File: config.mk
export PLATFORM = sky130hd
export DESIGN_NAME = stream_word_replace
export DESIGN_NICKNAME = d
export VERILOG_FILES = /design/src/rtl/swr_pkg.sv /design/src/rtl/swr_front.sv /design/src/rtl/swr_cmd_queue.sv /design/src/rtl/swr_back.sv /design/src/rtl/stream_word_replace.sv
export SDC_FILE = /design/constraint.sdc
export NUM_CORES = 1
export LEC_CHECK = 0
export ABC_AREA = 1
export BUFFER_PORTS_ARGS = -buffer_cell sky130_fd_sc_hd__buf_2
export CORE_ASPECT_RATIO = 1.5
export CORE_MARGIN = 2
export CORE_UTILIZATION = 45
export DETAILED_ROUTE_END_ITERATION = 12
export SYNTH_ARGS = -nofsm -noshare
export SYNTH_HDL_FRONTEND = slang
export SYNTH_SLANG_ARGS = --single-unit
File: constraint.sdc
create_clock -name clk -period 15.24 [get_ports clk]
set_clock_uncertainty 0.1 [all_clocks]
set_input_delay 0.762 -clock clk [delete_from_list [all_inputs] [get_ports clk]]
set_output_delay 0.762 -clock clk [all_outputs]
set_load 0.01 [all_outputs]
File: src/rtl/swr_pkg.sv
package swr_pkg;

    // Default sizes for the top-level parameters.
    localparam int MAX_PATTERN_DEF     = 8;
    localparam int MAX_REPLACEMENT_DEF = 16;

    // Fixed field widths.
    localparam int CHAR_W      = 8;
    localparam int PATTERN_W   = 64;
    localparam int PLEN_W      = 4;
    localparam int RLEN_W      = 5;
    localparam int CFG_INDEX_W = 3;
    localparam int CFG_DATA_W  = 64;

    // Window fill count; holds up to eight bytes.
    localparam int CNT_W = 4;

    // Position inside the result burst of one command (at most 16 results).
    localparam int POS_W = 5;

    // Command queue between the front and the back.
    localparam int QUEUE_DEPTH = 4;
    localparam int QPTR_W      = $clog2(QUEUE_DEPTH);
    localparam int QCNT_W      = $clog2(QUEUE_DEPTH + 1);

    // Configuration register indexes.
    typedef enum logic [CFG_INDEX_W-1:0] {
        REG_PATTERN_BYTES      = 3'd0,
        REG_PATTERN_LENGTH     = 3'd1,
        REG_REPLACEMENT_LOW    = 3'd2,
        REG_REPLACEMENT_HIGH   = 3'd3,
        REG_REPLACEMENT_LENGTH = 3'd4
    } cfg_reg_t;

    // One decided step of the front, carried out later by the back.
    typedef struct packed {
        logic                 shift;        // emit the oldest window byte
        logic [CHAR_W-1:0]    shift_char;
        logic                 repl;         // emit the whole replacement
        logic [CNT_W-1:0]     flush_cnt;    // window bytes flushed at end of string
        logic [PATTERN_W-1:0] flush_bytes;  // oldest flushed byte lowest
        logic                 last;         // this step ends the string
    } cmd_t;

endpackage

File: src/rtl/swr_front.sv
module swr_front #(
    parameter int MAX_PATTERN = swr_pkg::MAX_PATTERN_DEF
) (
    input  logic                           clk,
    input  logic                           rst_n,
    input  logic                           take,
    input  logic [swr_pkg::CHAR_W-1:0]     in_char,
    input  logic                           in_last,
    input  logic [swr_pkg::PATTERN_W-1:0]  pattern_bytes,
    input  logic [swr_pkg::PLEN_W-1:0]     plen,
    output swr_pkg::cmd_t                  cmd,
    output logic [swr_pkg::CNT_W-1:0]      win_count
);
    import swr_pkg::*;

    logic [CHAR_W-1:0] win_reg  [MAX_PATTERN];
    logic [CHAR_W-1:0] win_next [MAX_PATTERN];
    logic [CNT_W-1:0]  count_reg;
    logic [CNT_W-1:0]  count_next;

    logic [CHAR_W-1:0] win_add [MAX_PATTERN];
    logic [CHAR_W-1:0] win_sh  [MAX_PATTERN];
    logic [CNT_W-1:0]  count_add;
    logic [CNT_W-1:0]  remain;
    logic              match;
    logic              do_shift;
    logic              do_repl;

    // Append the new byte, compare against the pattern and decide the step.
    always_comb
    begin
        for (int i = 0; i < MAX_PATTERN; i++)
        begin
            win_add[i] = (CNT_W'(i) == count_reg) ? in_char : win_reg[i];
        end
        count_add = count_reg + CNT_W'(1);

        match = 1'b1;
        for (int i = 0; i < MAX_PATTERN; i++)
        begin
            if ((PLEN_W'(i) < plen) && (win_add[i] != pattern_bytes[CHAR_W*i +: CHAR_W]))
            begin
                match = 1'b0;
            end
        end

        do_repl  = (count_add == plen) && match;
        do_shift = (count_add > plen) || ((count_add == plen) && !match);

        for (int i = 0; i < MAX_PATTERN - 1; i++)
        begin
            win_sh[i] = win_add[i + 1];
        end
        win_sh[MAX_PATTERN - 1] = win_add[MAX_PATTERN - 1];

        if (do_shift)
        begin
            remain = count_add - CNT_W'(1);
        end
        else if (do_repl)
        begin
            remain = '0;
        end
        else
        begin
            remain = count_add;
        end

        // Command for the back.
        cmd             = '0;
        cmd.shift       = do_shift;
        cmd.shift_char  = win_add[0];
        cmd.repl        = do_repl;
        cmd.last        = in_last;
        cmd.flush_cnt   = in_last ? remain : '0;
        for (int i = 0; i < MAX_PATTERN; i++)
        begin
            cmd.flush_bytes[CHAR_W*i +: CHAR_W] = do_shift ? win_sh[i] : win_add[i];
        end

        // Window update; the end of a string empties the window.
        for (int i = 0; i < MAX_PATTERN; i++)
        begin
            win_next[i] = do_shift ? win_sh[i] : win_add[i];
        end
        count_next = in_last ? '0 : remain;
    end

    // Window count is control state; the window bytes are payload.
    always_ff @(posedge clk or negedge rst_n)
    begin
        if (!rst_n)
        begin
            count_reg <= '0;
        end
        else if (take)
        begin
            count_reg <= count_next;
        end
    end

    always_ff @(posedge clk)
    begin
        if (take)
        begin
            for (int i = 0; i < MAX_PATTERN; i++)
            begin
                win_reg[i] <= win_next[i];
            end
        end
    end

    assign win_count = count_reg;

endmodule

File: src/rtl/swr_cmd_queue.sv
module swr_cmd_queue (
    input  logic          clk,
    input  logic          rst_n,
    input  logic          q_push,
    input  swr_pkg::cmd_t q_in,
    output logic          q_full,
    input  logic          q_pop,
    output swr_pkg::cmd_t q_head,
    output logic          q_empty
);
    import swr_pkg::*;

    cmd_t              entries_reg [QUEUE_DEPTH];
    logic [QPTR_W-1:0] wr_ptr_reg;
    logic [QPTR_W-1:0] wr_ptr_next;
    logic [QPTR_W-1:0] rd_ptr_reg;
    logic [QPTR_W-1:0] rd_ptr_next;
    logic [QCNT_W-1:0] count_reg;
    logic [QCNT_W-1:0] count_next;
    logic              do_push;
    logic              do_pop;

    assign q_full  = (count_reg == QCNT_W'(QUEUE_DEPTH));
    assign q_empty = (count_reg == '0);
    assign q_head  = entries_reg[rd_ptr_reg];
    assign do_push = q_push && !q_full;
    assign do_pop  = q_pop && !q_empty;

    // Pointer and occupancy update.
    always_comb
    begin
        wr_ptr_next = do_push ? wr_ptr_reg + QPTR_W'(1) : wr_ptr_reg;
        rd_ptr_next = do_pop  ? rd_ptr_reg + QPTR_W'(1) : rd_ptr_reg;
        count_next  = count_reg;
        if (do_push && !do_pop)
        begin
            count_next = count_reg + QCNT_W'(1);
        end
        else if (do_pop && !do_push)
        begin
            count_next = count_reg - QCNT_W'(1);
        end
    end

    always_ff @(posedge clk or negedge rst_n)
    begin
        if (!rst_n)
        begin
            wr_ptr_reg <= '0;
            rd_ptr_reg <= '0;
            count_reg  <= '0;
        end
        else
        begin
            wr_ptr_reg <= wr_ptr_next;
            rd_ptr_reg <= rd_ptr_next;
            count_reg  <= count_next;
        end
    end

    // Entry storage.
    always_ff @(posedge clk)
    begin
        if (do_push)
        begin
            entries_reg[wr_ptr_reg] <= q_in;
        end
    end

endmodule

File: src/rtl/swr_back.sv
module swr_back #(
    parameter int MAX_REPLACEMENT = swr_pkg::MAX_REPLACEMENT_DEF
) (
    input  logic                                   clk,
    input  logic                                   rst_n,
    input  swr_pkg::cmd_t                          cmd,
    input  logic                                   q_empty,
    output logic                                   q_pop,
    input  logic [swr_pkg::RLEN_W-1:0]             rlen,
    input  logic [swr_pkg::CHAR_W*MAX_REPLACEMENT-1:0] repl_vec,
    input  logic                                   pop,
    output logic                                   empty,
    output logic [swr_pkg::CHAR_W-1:0]             out_char,
    output logic                                   out_last,
    output logic                                   out_empty
);
    import swr_pkg::*;

    logic              valid_reg;
    logic              valid_next;
    logic [CHAR_W-1:0] char_reg;
    logic [CHAR_W-1:0] char_next;
    logic              last_reg;
    logic              last_next;
    logic              mark_reg;
    logic              mark_next;
    logic [POS_W-1:0]  pos_reg;
    logic [POS_W-1:0]  pos_next;

    logic [POS_W-1:0]  n_shift;
    logic [POS_W-1:0]  n_repl;
    logic [POS_W-1:0]  total;
    logic [POS_W-1:0]  total_eff;
    logic [POS_W-1:0]  repl_k;
    logic [POS_W-1:0]  flush_j;
    logic [CHAR_W*MAX_REPLACEMENT-1:0] repl_sh;
    logic [PATTERN_W-1:0] flush_sh;
    logic              advance;
    logic              out_take;
    logic              marker;

    assign empty     = !valid_reg;
    assign out_char  = char_reg;
    assign out_last  = last_reg;
    assign out_empty = mark_reg;
    assign out_take  = pop && valid_reg;
    assign advance   = !q_empty && (!valid_reg || pop);

    // Size of the result burst of the head command and the byte at the current position.
    always_comb
    begin
        n_shift   = POS_W'(cmd.shift);
        n_repl    = cmd.repl ? rlen : '0;
        total     = n_shift + n_repl + POS_W'(cmd.flush_cnt);
        marker    = (total == '0) && cmd.last;
        total_eff = marker ? POS_W'(1) : total;
        repl_k    = pos_reg - n_shift;
        flush_j   = pos_reg - n_shift - n_repl;
        repl_sh   = repl_vec >> {repl_k, 3'b000};
        flush_sh  = cmd.flush_bytes >> {flush_j, 3'b000};
    end

    // Expand one command into its transactions, one per cycle while the output is free or popped.
    always_comb
    begin
        valid_next = valid_reg && !out_take;
        char_next  = char_reg;
        last_next  = last_reg;
        mark_next  = mark_reg;
        pos_next   = pos_reg;
        q_pop      = 1'b0;
        if (advance)
        begin
            if (total_eff == '0)
            begin
                // Nothing to emit for this step.
                q_pop = 1'b1;
            end
            else
            begin
                valid_next = 1'b1;
                mark_next  = marker;
                last_next  = cmd.last && (pos_reg == total_eff - POS_W'(1));
                if (marker)
                begin
                    char_next = '0;
                end
                else if (pos_reg < n_shift)
                begin
                    char_next = cmd.shift_char;
                end
                else if (pos_reg < n_shift + n_repl)
                begin
                    char_next = repl_sh[CHAR_W-1:0];
                end
                else
                begin
                    char_next = flush_sh[CHAR_W-1:0];
                end
                if (pos_reg == total_eff - POS_W'(1))
                begin
                    q_pop    = 1'b1;
                    pos_next = '0;
                end
                else
                begin
                    pos_next = pos_reg + POS_W'(1);
                end
            end
        end
    end

    always_ff @(posedge clk or negedge rst_n)
    begin
        if (!rst_n)
        begin
            valid_reg <= 1'b0;
            pos_reg   <= '0;
        end
        else
        begin
            valid_reg <= valid_next;
            pos_reg   <= pos_next;
        end
    end

    always_ff @(posedge clk)
    begin
        char_reg <= char_next;
        last_reg <= last_next;
        mark_reg <= mark_next;
    end

endmodule

File: src/rtl/stream_word_replace.sv
// Channel   Direction  Handshake                       Payload
// input     in         push / full                     in_char, in_last
// result    out        empty / pop                     out_char, out_last, out_empty
// config    in         cfg_write                       cfg_index, cfg_data
//
// The front takes one byte per cycle while the command queue (four entries) has room.
// The back gives one result transaction per cycle while results are popped: a step emits
// one result per byte (up to one shifted byte, the replacement and the end-of-string flush).
// Reset clears the window, queue and output register and loads the register defaults.
// A stalled result holds in the output register; the front goes on until the queue fills.
module stream_word_replace #(
    parameter int MAX_PATTERN     = swr_pkg::MAX_PATTERN_DEF,
    parameter int MAX_REPLACEMENT = swr_pkg::MAX_REPLACEMENT_DEF
) (
    input  logic                               clk,
    input  logic                               rst_n,
    input  logic                               push,
    output logic                               full,
    input  logic [swr_pkg::CHAR_W-1:0]         in_char,
    input  logic                               in_last,
    output logic                               empty,
    input  logic                               pop,
    output logic [swr_pkg::CHAR_W-1:0]         out_char,
    output logic                               out_last,
    output logic                               out_empty,
    input  logic                               cfg_write,
    input  logic [swr_pkg::CFG_INDEX_W-1:0]    cfg_index,
    input  logic [swr_pkg::CFG_DATA_W-1:0]     cfg_data
);
    import swr_pkg::*;

    logic [PATTERN_W-1:0] pattern_reg;
    logic [PLEN_W-1:0]    plen_reg;
    logic [RLEN_W-1:0]    rlen_reg;
    logic [CHAR_W-1:0]    repl_reg [MAX_REPLACEMENT];

    logic [PLEN_W-1:0]    plen_eff;
    logic [RLEN_W-1:0]    rlen_eff;
    logic [CHAR_W*MAX_REPLACEMENT-1:0] repl_vec;

    cmd_t                 front_cmd;
    cmd_t                 head_cmd;
    logic                 q_full;
    logic                 q_empty;
    logic                 q_pop;
    logic                 take;
    logic [CNT_W-1:0]     win_count;

    // Configuration registers.
    always_ff @(posedge clk or negedge rst_n)
    begin
        if (!rst_n)
        begin
            pattern_reg <= '0;
            plen_reg    <= PLEN_W'(1);
            rlen_reg    <= '0;
            for (int i = 0; i < MAX_REPLACEMENT; i++)
            begin
                repl_reg[i] <= '0;
            end
        end
        else if (cfg_write)
        begin
            unique case (cfg_index)
                REG_PATTERN_BYTES:      pattern_reg <= cfg_data;
                REG_PATTERN_LENGTH:     plen_reg    <= cfg_data[PLEN_W-1:0];
                REG_REPLACEMENT_LENGTH: rlen_reg    <= cfg_data[RLEN_W-1:0];
                REG_REPLACEMENT_LOW:
                begin
                    for (int i = 0; i < MAX_REPLACEMENT; i++)
                    begin
                        if (i < 8)
                        begin
                            repl_reg[i] <= cfg_data[CHAR_W*(i%8) +: CHAR_W];
                        end
                    end
                end
                REG_REPLACEMENT_HIGH:
                begin
                    for (int i = 0; i < MAX_REPLACEMENT; i++)
                    begin
                        if (i >= 8)
                        begin
                            repl_reg[i] <= cfg_data[CHAR_W*(i%8) +: CHAR_W];
                        end
                    end
                end
                default:
                begin
                end
            endcase
        end
    end

    // Clamp the lengths into their usable ranges.
    always_comb
    begin
        if (plen_reg == '0)
        begin
            plen_eff = PLEN_W'(1);
        end
        else if (plen_reg > PLEN_W'(MAX_PATTERN))
        begin
            plen_eff = PLEN_W'(MAX_PATTERN);
        end
        else
        begin
            plen_eff = plen_reg;
        end
        rlen_eff = (rlen_reg > RLEN_W'(MAX_REPLACEMENT)) ? RLEN_W'(MAX_REPLACEMENT) : rlen_reg;
        for (int i = 0; i < MAX_REPLACEMENT; i++)
        begin
            repl_vec[CHAR_W*i +: CHAR_W] = repl_reg[i];
        end
    end

    assign full = q_full;
    assign take = push && !q_full;

    swr_front #(
        .MAX_PATTERN (MAX_PATTERN)
    ) u_front (
        .clk           (clk),
        .rst_n         (rst_n),
        .take          (take),
        .in_char       (in_char),
        .in_last       (in_last),
        .pattern_bytes (pattern_reg),
        .plen          (plen_eff),
        .cmd           (front_cmd),
        .win_count     (win_count)
    );

    swr_cmd_queue u_queue (
        .clk     (clk),
        .rst_n   (rst_n),
        .q_push  (take),
        .q_in    (front_cmd),
        .q_full  (q_full),
        .q_pop   (q_pop),
        .q_head  (head_cmd),
        .q_empty (q_empty)
    );

    swr_back #(
        .MAX_REPLACEMENT (MAX_REPLACEMENT)
    ) u_back (
        .clk       (clk),
        .rst_n     (rst_n),
        .cmd       (head_cmd),
        .q_empty   (q_empty),
        .q_pop     (q_pop),
        .rlen      (rlen_eff),
        .repl_vec  (repl_vec),
        .pop       (pop),
        .empty     (empty),
        .out_char  (out_char),
        .out_last  (out_last),
        .out_empty (out_empty)
    );

    // The window count stays below MAX_PATTERN between transactions.
    a_window_bound: assert property (@(posedge clk) disable iff (!rst_n)
        win_count < CNT_W'(MAX_PATTERN))
        else $error("window count reached the pattern limit");

    // The end of a string leaves the window empty.
    a_window_cleared: assert property (@(posedge clk) disable iff (!rst_n)
        (take && in_last) |=> (win_count == '0))
        else $error("window not cleared after the last byte");

    // An empty-string marker is the final transaction and carries a zero byte.
    a_marker_form: assert property (@(posedge clk) disable iff (!rst_n)
        (!empty && out_empty) |-> (out_last && (out_char == '0)))
        else $error("malformed empty-string marker");

endmodule
* Word-level counts from Yosys, hierarchy flattened
Memories as Yosys holds them, arrays and structs flattened.
Index checks and enable logic that the tools add are counted.
** Storage, ports and cells
- Memories kept :: 2
- Flip-flop bits (word level) :: 228
- Word-level logic and storage cells :: 168
- Output and inout bits :: 12
- Memory bits (writable) :: 380
- Bits of input ports :: 81
** Memories
- u_queue.entries_reg :: depth 4, bits a word 79, read ports 1, clocked after memory_dff 0, wr ports 1, RTL line swr_cmd_queue.sv:13 : cmd_t entries_reg [QUEUE_DEPTH];
- u_front.win_reg :: depth 8, bits a word 8, read ports 8, clocked after memory_dff 0, wr ports 8, RTL line swr_front.sv:16 : logic [CHAR_W-1:0] win_reg [MAX_PATTERN];
** Operators by class
- Shift-type cells :: 2
- Multiplexer cells :: 46
- Reduce and logical (&&, ||, !) cells :: 42
- Eq/ne operators :: 22
- Order comparisons :: 13
- Bitwise gates (word level) :: 1
- Add/sub/neg operators :: 12
** Operator list (number)
- 8-bit two-way mux :: 17
- 128-bit by 8-bit >> shifter with 8-bit output :: 1
- 8-bit inequality test :: 8
- 64-bit by 8-bit >> shifter with 8-bit output :: 1
- 4-bit two-way mux :: 6
- 1-bit logical AND :: 20
- 5-bit two-way mux :: 4
- 1-bit two-way mux :: 17
- 3-bit by 4-bit equality test with 1-bit output (first input constant) :: 4
- 3-bit by 4-bit < comparator with 1-bit output (first input constant) :: 4
- 2-bit AND reduction :: 6
- 5-bit logical NOT :: 2
- 2-bit by 4-bit equality test with 1-bit output (first input constant) :: 2
- 4-bit logical NOT :: 2
- 1-bit by 4-bit < comparator with 1-bit output (first input constant) :: 2
- 2-bit by 4-bit < comparator with 1-bit output (first input constant) :: 2
- 1-bit logical NOT :: 7
- 3-bit by 2-bit equality test with 1-bit output (second input constant) :: 2
- 3-bit equality test (second input constant) :: 2
- 3-bit logical NOT :: 2
- 3-bit two-way mux :: 2
- 1-bit by 5-bit adder with 5-bit output :: 1
- 5-bit by 1-bit adder with 5-bit output (second input constant) :: 1
- 5-bit by 4-bit adder with 5-bit output :: 1
- 20 further kinds :: 22

* Depth between registers and ports, before layout
Gate-level depths: netlist of run 1.
- Word-level depth :: 18
- Gate-level depth with buffers :: 37
- Depth with buffers taken out :: 35

* Cells and area by module
Synthesis of run 1 repeated with hierarchy kept, for this count alone.
** Unflattened totals
- Cell total of the unflattened synthesis :: 3431
- Area total of the unflattened synthesis :: 30630.6 um^2
** Modules (own cells, without submodules)
- swr_cmd_queue :: area an instance 13153.9 um^2, sequential area each 9664.3 um^2, times used 1, cells an instance 983
- stream_word_replace :: area an instance 8040.2 um^2, sequential area each 5031.1 um^2, times used 1, cells an instance 902
- swr_front :: area an instance 5890.6 um^2, sequential area each 2021.9 um^2, times used 1, cells an instance 947
- swr_back :: area an instance 3545.9 um^2, sequential area each 450.4 um^2, times used 1, cells an instance 599

* Least setup slack after synthesis of run 1
No wires, ideal clock.
- Path kind :: in2reg
- Start point :: in push
- End point :: mem u_queue.entries_reg[0][0] (netlist name) (enable)
- Path slack :: 6.834 ns
- Required time :: 14.624 ns
- Library setup time :: 0.516 ns
- Arrival :: 7.789 ns
- Stages :: 4
- Cells stage by stage :: inv_1 -> nor2_1 -> inv_1 -> nor2_1
** On the way
- Cells in the longest elaborated chain, start to end :: 4
** RTL lines
- from (decl) :: RTL line stream_word_replace.sv:17 : input logic push,
- 1-bit logical AND :: RTL line stream_word_replace.sv:118 : assign take = push && !q_full;
- named net take :: RTL line stream_word_replace.sv:46 : logic take;
- 1-bit logical AND :: RTL line swr_cmd_queue.sv:26 : assign do_push = q_push && !q_full;
- 1-bit two-way mux :: RTL line swr_cmd_queue.sv:64 : if (do_push)
- 1-bit two-way mux (not written as such) :: RTL line swr_cmd_queue.sv:66 : entries_reg[wr_ptr_reg] <= q_in;
- to (decl) :: RTL line swr_cmd_queue.sv:13
The timed path passes the listed nets, and every way through them passes these cells.

* Worst setup path in the final report of run 1
- Start point :: reg u_queue.rd_ptr_reg[0]
- End point :: reg u_queue.count_reg[2]
** On the way
- Cells in the longest elaborated chain, start to end :: 16
- Elaborated cells on any way between the ends :: 19
- Classes of those cells :: 3 x add/sub; 1 x eq/ne; 6 x mux; 8 x reduce/logical; 1 x memory
** RTL lines
- from (decl) :: RTL line swr_cmd_queue.sv:16 : logic [QPTR_W-1:0] rd_ptr_reg;
- from (signal assigned) :: RTL line swr_cmd_queue.sv:56 : rd_ptr_reg <= rd_ptr_next;
- memory read 4 x 79 bit (*)
- 5-bit two-way mux :: RTL line swr_back.sv:53 : n_repl = cmd.repl ? rlen : '0;
- 1-bit by 5-bit adder with 5-bit output :: RTL line swr_back.sv:54 : total = n_shift + n_repl + POS_W'(cmd.flush_cnt);
- 5-bit by 4-bit adder with 5-bit output :: RTL line swr_back.sv:54
- 5-bit logical NOT :: RTL line swr_back.sv:55 : marker = (total == '0) && cmd.last;
- 1-bit logical AND :: RTL line swr_back.sv:55
- 5-bit two-way mux (*) :: RTL line swr_back.sv:56 : total_eff = marker ? POS_W'(1) : total;
- 5-bit by 1-bit subtractor with 5-bit output :: RTL line swr_back.sv:100 : if (pos_reg == total_eff - POS_W'(1))
- 5-bit equality test :: RTL line swr_back.sv:100
- 1-bit two-way mux :: RTL line swr_back.sv:100
- 1-bit two-way mux (*) :: RTL line swr_back.sv:74 : if (total_eff == '0)
- 1-bit two-way mux (*) :: RTL line swr_back.sv:72 : if (advance)
- 1-bit logical AND (*) :: RTL line swr_cmd_queue.sv:27 : assign do_pop = q_pop && !q_empty;
- 1-bit logical NOT :: RTL line swr_cmd_queue.sv:35 : if (do_push && !do_pop)
- 1-bit logical AND :: RTL line swr_cmd_queue.sv:35
- 3-bit two-way mux / 2-bit nonzero test (equally long branches)
- to (signal assigned) :: RTL line swr_cmd_queue.sv:57 : count_reg <= count_next;
- to (decl) :: RTL line swr_cmd_queue.sv:18 : logic [QCNT_W-1:0] count_reg;
Mark *: on every way between the ends. The rest lies on a longest branch, timed or not.
A chain may end at the register's enable or synchronous reset.

==> results of run 1 <==
[cell families (layout without fill, tap and decap cells)]
| group | Yosys count | count (layout) |
|---|---|---|
| XOR/XNOR | 24 | 24 |
| adder cells (fa/ha/maj) | 34 | 34 |
| AND/OR/NAND/NOR | 1099 | 1099 |
| buffers and inverters | 396 | 462 |
| multiplexers | 1 | 1 |
| flip-flops | 608 | 608 |
| AO/OA/AOI/OAI | 706 | 706 |
[placed cells by master (no fill, tap or decap), types with 8 or more instances in the layout]
master	instances
a21oi_1	86
a221o_1	14
a22oi_1	15
buf_2	91
buf_4	24
clkbuf_16	56
clkinv_1	14
clkinv_2	8
dfrtp_1	215
edfxtp_1	390
ha_1	30
inv_1	236
nand2_1	711
nand3_1	125
nand3b_1	21
nand4_1	9
nor2_1	202
o211ai_1	12
o21ai_0	426
o21ai_1	58
o221ai_1	62
o22ai_1	19
xor2_1	16
[through the flow]
step / hold slack [ps] / utilization (%) / instance area [µm²] / power (W) / worst slack (ps)
final: -0.1228 / 50.27 / 30720 / 0.007955 / 8664
after detailed placement: 368.7 / 47.30 / 28910 / 0.006554 / 8662
after CTS: 4.559 / 50.27 / 30720 / 0.007979 / 8642
after global routing: 36.03 / 50.27 / 30720 / 0.008446 / 7975
after floorplan: 345.6 / - / 27820 / 0.005178 / 6834
after global placement: 365.3 / 47.30 / 28910 / 0.006473 / 8647
[final timing paths]
check | start | end | cells past startpoint
setup / recovery | u_queue.rd_ptr_reg[0] | u_queue.count_reg[2] | 35
hold / removal | rst_n | repl_reg[120] | 1
setup reg to reg | u_queue.rd_ptr_reg[0] | u_queue.count_reg[2] | 35
hold reg to reg | repl_reg[38] | repl_reg[38] | 2
max in group asynchronous | rst_n | repl_reg[11] | 2
min in group clk | pop | u_back.valid_reg | 2
[metal layers]
metal	wire length [µm]	vias up
met5	7	-
met3	4643	194
met4	5133	2
met1	32260	10191
met2	39400	776
li1	-	9891
[cell type report]
class | instances | share of cell area (%)
sequential | 608 | 55.91
clock inverter | 34 | 1.116
inverter | 246 | 3.022
tap | 791 | 3.222
clock buffer | 66 | 4.782
multi-input combinational | 1864 | 29.83
timing repair buffer | 116 | 2.118
[report_power, final]
| part | switching, W | internal [W] | total, W |
|---|---|---|---|
| Combinational | 0.00271 | 0.000939 | 0.00365 |
| Clock | 0.000631 | 0.000776 | 0.00141 |
| Sequential | 0.000225 | 0.00268 | 0.00290 |
[critical path, delay by kind of cell, from the launching register on]
kind | cells | cell delay (ps)
buf+inv | 5 | 840
flops | 1 | 550
xor+xnor | 2 | 350
compound gates | 3 | 340
fa+ha+maj | 6 | 1580
simple gates | 19 | 2680
==> metrics.yaml, run 1 <==
place_congestion: 0.9825
synth_top_area_share_pct: 42.10
hold_slack_ps: -0.1228
critPathMaxFanout: 66
worst_path_max_delay_cell: "buf_4"
multi_input_area_um2: 9164
setup_viol: 0
grt_pass1_vias: 20566
final-seq-area_um2: 17170
antenna_found_initial: 3
startpoint_type: "flip-flop"
grt_first_pass_wirelength_um: 123400
maxSlewHeadroom_pct: 23.34
syn2layout_area_growth_pct: 10.42
nFillCells: 5637
worstHoldPathType: "in2async"
wl_per_cell_um: 21.86
htreeDepth: 2
max_stage_delay_ps: 560
hold_viol_final: 1
drtAntennaViolNets: 0
place_inst: 3625
synth-main-ff-cell: "edfxtp_1"
clkLatencyLatePin_ps: 640
num_vias: 21054
grt.busiest_layer: "met2"
cts_tree: "yes"
synth.avg_cell_area_um2: 9.700
synth_nets: 2983
violations: "negative hold slack"
ioPinCount: 93
finalNonFillerCells: 3725
grt-ovfl-total: 0
wirelength_um: 81440
die_h_um: 308.5
drive_above_1_share_pct: 7.941
yosys.area_share.simple_pct: 16.05
grtUsageMet3_pct: 2.515
setup_tns_ps: 0
cpMostUsedCell: "nand2_1"
numCtsBuffers: 54
dp_hpwl_um: 55960
drt-pass1-iter-count: 5
synth_xor_area_share_pct: 0.7556
synth-seq-cells: 608
pwr_density_cell_nw_per_um2: 259.0
synth_edf_count: 390
critPathRequiredTime_ps: 15640
worstMarginPinSlew_ps: 1143
r2r_slack_ps: 8660
peakVddDrop_uv: 240.1
core_um2: 61110
crit_arrival_ps: 6980
synth_fa_ha_area_share_pct: 1.610
ctsHoldBuffers: 0
synth_mux_area_share_pct: 0.04048
cts_setup_buffers: 0
post-synth-top-count-cell: "nand2_1"
synth_cells: 2868
cap_violations: 0
antenna_cells: 0
outcome: "finished with violations"
min_period_over_period_pct: 43.15
drc: 0
synthArstFlopShare_pct: 35.86
synth.largest_area_cell: "edfxtp_1"
port_buffers: 92
globalRouteMet2Util_pct: 42.78
cts-resized-gates: 0
drt_iter0_drc: 1855
synth_top_family_by_area: "simple AND/OR/NAND/NOR gates"
finalNetCount: 3005
clockBufferDepth: 3
fmax_mhz: 152.1
synth_cell_types: 46
clkTransAtPathRegs_ps: 70
end_kind: "flip-flop"
grt_setup_unrepaired: "no"
cts.sinks: 608
yosysSeqAreaShare_pct: 61.71
avgViaCountPerCell: 5.652
syn-cell-area_um2: 27820
synth_warnings: 0
grt_max_degree: 107
synthTopCellsByCount: "712 x nand2_1, 426 x o21ai_0, 390 x edfxtp_1"
largest_register_ffs: 316
crit_type: "reg2reg"
ys_top_cells_by_area: "edfxtp_1 42%, dfrtp_1 20%, nand2_1 9.6%"
dieArea_um2: 63870
cts_root_buf: "clkbuf_16"
grtUsageMet1_pct: 31.91
synth_compound_area_share_pct: 14.24
drv_slew: 0
start_util_pct: 45.52
rows: 111
die_x_um: 207.0
grt_use_total_pct: 25.34
fin_crit_ps: 6576
power_leakage_nw: 12.84
No activity file was read; power rests on OpenSTA's default activity.
==> run 2: changes to the inputs <==
==> constraint.sdc (replaced) <==
create_clock -name clk -period 5.5 [get_ports clk]
set_clock_uncertainty 0.1 [all_clocks]
set_input_delay 0.275 -clock clk [delete_from_list [all_inputs] [get_ports clk]]
set_output_delay 0.275 -clock clk [all_outputs]
set_load 0.01 [all_outputs]
==> metrics.yaml, run 2 (same netlist as run 1, synthesis figures left out) <==
cts.sinks: 608
max_stage_delay_ps: 530
dp_hpwl_um: 54310
core_um2: 61110
cpMostUsedCell: "nand2_1"
num_vias: 21273
maxSlewHeadroom_pct: 19.31
drt_iter0_drc: 1712
finalNetCount: 3094
end_kind: "flip-flop"
wirelength_um: 80090
post-place-ws_ps: 140.6
power_leakage_nw: 13.27
swShare_pct: 44.30
worst_path_max_delay_cell: "dfrtp_4"
worstHoldPathType: "in2async"
rows: 111
antenna_found_initial: 1
dieArea_um2: 63870
grt_first_pass_wirelength_um: 121900
cp_num_buf_inv: 5
drv_slew: 0
wl_per_cell_um: 20.99
ioPinCount: 93
drtAntennaViolNets: 0
p_int_w: 0.01246
fmax_mhz: 194.0
numCtsBuffers: 56
setup_tns_ps: 0
grt-ovfl-total: 0
crit_type: "reg2reg"
port_buffers: 92
die_h_um: 308.5
peakVddDrop_uv: 486.2
drt-pass1-iter-count: 7
htreeDepth: 2
critPathTopFamily: "simple AND/OR/NAND/NOR gates"
drc: 0
start_util_pct: 45.52
layout_common_cells: "709 x nand2_1, 424 x o21ai_0, 390 x edfxtp_1, 236 x inv_1, 215 x dfrtp_1"
grt_use_total_pct: 24.97
setup_viol: 0
grt_max_degree: 175
combPwrFrac_pct: 46.5
grt_pass1_vias: 20627
syn2layout_area_growth_pct: 13.95
clkTransAtPathRegs_ps: 70
place_congestion: 0.9390
clockBufferDepth: 3
worstMarginPinSlew_ps: 1210
startpoint_type: "flip-flop"
power_frac_clock_pct: 17.8
clkLatencyLatePin_ps: 640
avgViaCountPerCell: 5.576
r2r_slack_ps: 340
setup_ws_ps: 344.7
cap_violations: 0
critPathMaxFanout: 10
power.switching_w: 0.009910
hold_slack_ps: 47.12
crit_arrival_ps: 5570
antenna_cells: 0
die_x_um: 207.0
pwr_density_cell_nw_per_um2: 705.6
drive_above_1_share_pct: 8.862
outcome: "finished clean"
fin_crit_ps: 5155
final_common_cell: "nand2_1"
hold_viol_final: 0
seqPwrFrac_pct: 35.6
cts_root_buf: "clkbuf_16"
cts_tree: "yes"
largest_register_ffs: 316
min_period_over_period_pct: 93.73
critPathRequiredTime_ps: 5920
==> run 2: what timing repair did <==
action / 4_1_cts / 5_1_grt
endpoints found under the setup margin: 0 / 2
hold buffers: 68 / 0
resized for setup: 0 / 14
setup buffers: 0 / 2
endpoints found under the hold margin: 248 / 0
==> run 2: routing by layer <==
layer	track usage, %	vias to the layer above	part of all wire (%)
li1	-	10073	-
met2	41.22	725	48
met4	14.32	2	6.2
met5	0	-	0.014
met3	2.932	185	5.4
met1	32.04	10288	41
==> run 2: through the flow <==
step	instances	total power, W	instance area [µm²]	utilization, %
floorplan	2868	0.01433	27840	-
finish	3815	0.02237	31700	51.88
global placement	3642	0.01803	29080	47.59
detailed placement	3642	0.01829	29080	47.59
global route	3815	0.02378	31700	51.88
CTS	3813	0.02235	31640	51.78
==> run 2: worst paths after layout <==
kind | end | startpoint | cells after the start
min | repl_reg[56] | rst_n | 2
min reg2reg | repl_reg[20] | repl_reg[20] | 2
max | u_queue.count_reg[1] | u_queue.rd_ptr_reg[0] | 33
max in group asynchronous | pattern_reg[54] | rst_n | 3
max reg2reg | u_queue.count_reg[1] | u_queue.rd_ptr_reg[0] | 33
min in group clk | plen_reg[0] | cfg_index[0] | 3
==> run 2: area by class of cell <==
class,count,area [µm²]
fillers,5532,29410
flip-flops and latches,608,17170
multi-input cells,1864,9208
repair buffers,203,1521
clock buffers,70,1516
well taps,791,989.7
inverters,246,933.4
clock inverters,33,359.1
==> run 2: power groups by stage <==
| stage | logic, W | clock network, W | registers [W] |
|---|---|---|---|
| floorplan | 0.00647 | 0 | 0.00786 |
| global route | 0.0114 | 0.00423 | 0.00810 |
| CTS | 0.0103 | 0.00406 | 0.00796 |
| finish | 0.0104 | 0.00399 | 0.00797 |
| detailed placement | 0.0103 | 0 | 0.00803 |
| global placement | 0.0100 | 0 | 0.00799 |
==> run 2: worst reg2reg max path: cells and delay by family, from the launching register on <==
family                     cells  cell delay [ps]
buffers and inverters          5              430
xor gates and xnor gates       1              180
adders and majority gates      6             1510
DFF                            1              530
muxes                          1              280
and+or+nand+nor               19             1950
AOI/OAI and AO/OA              1               70
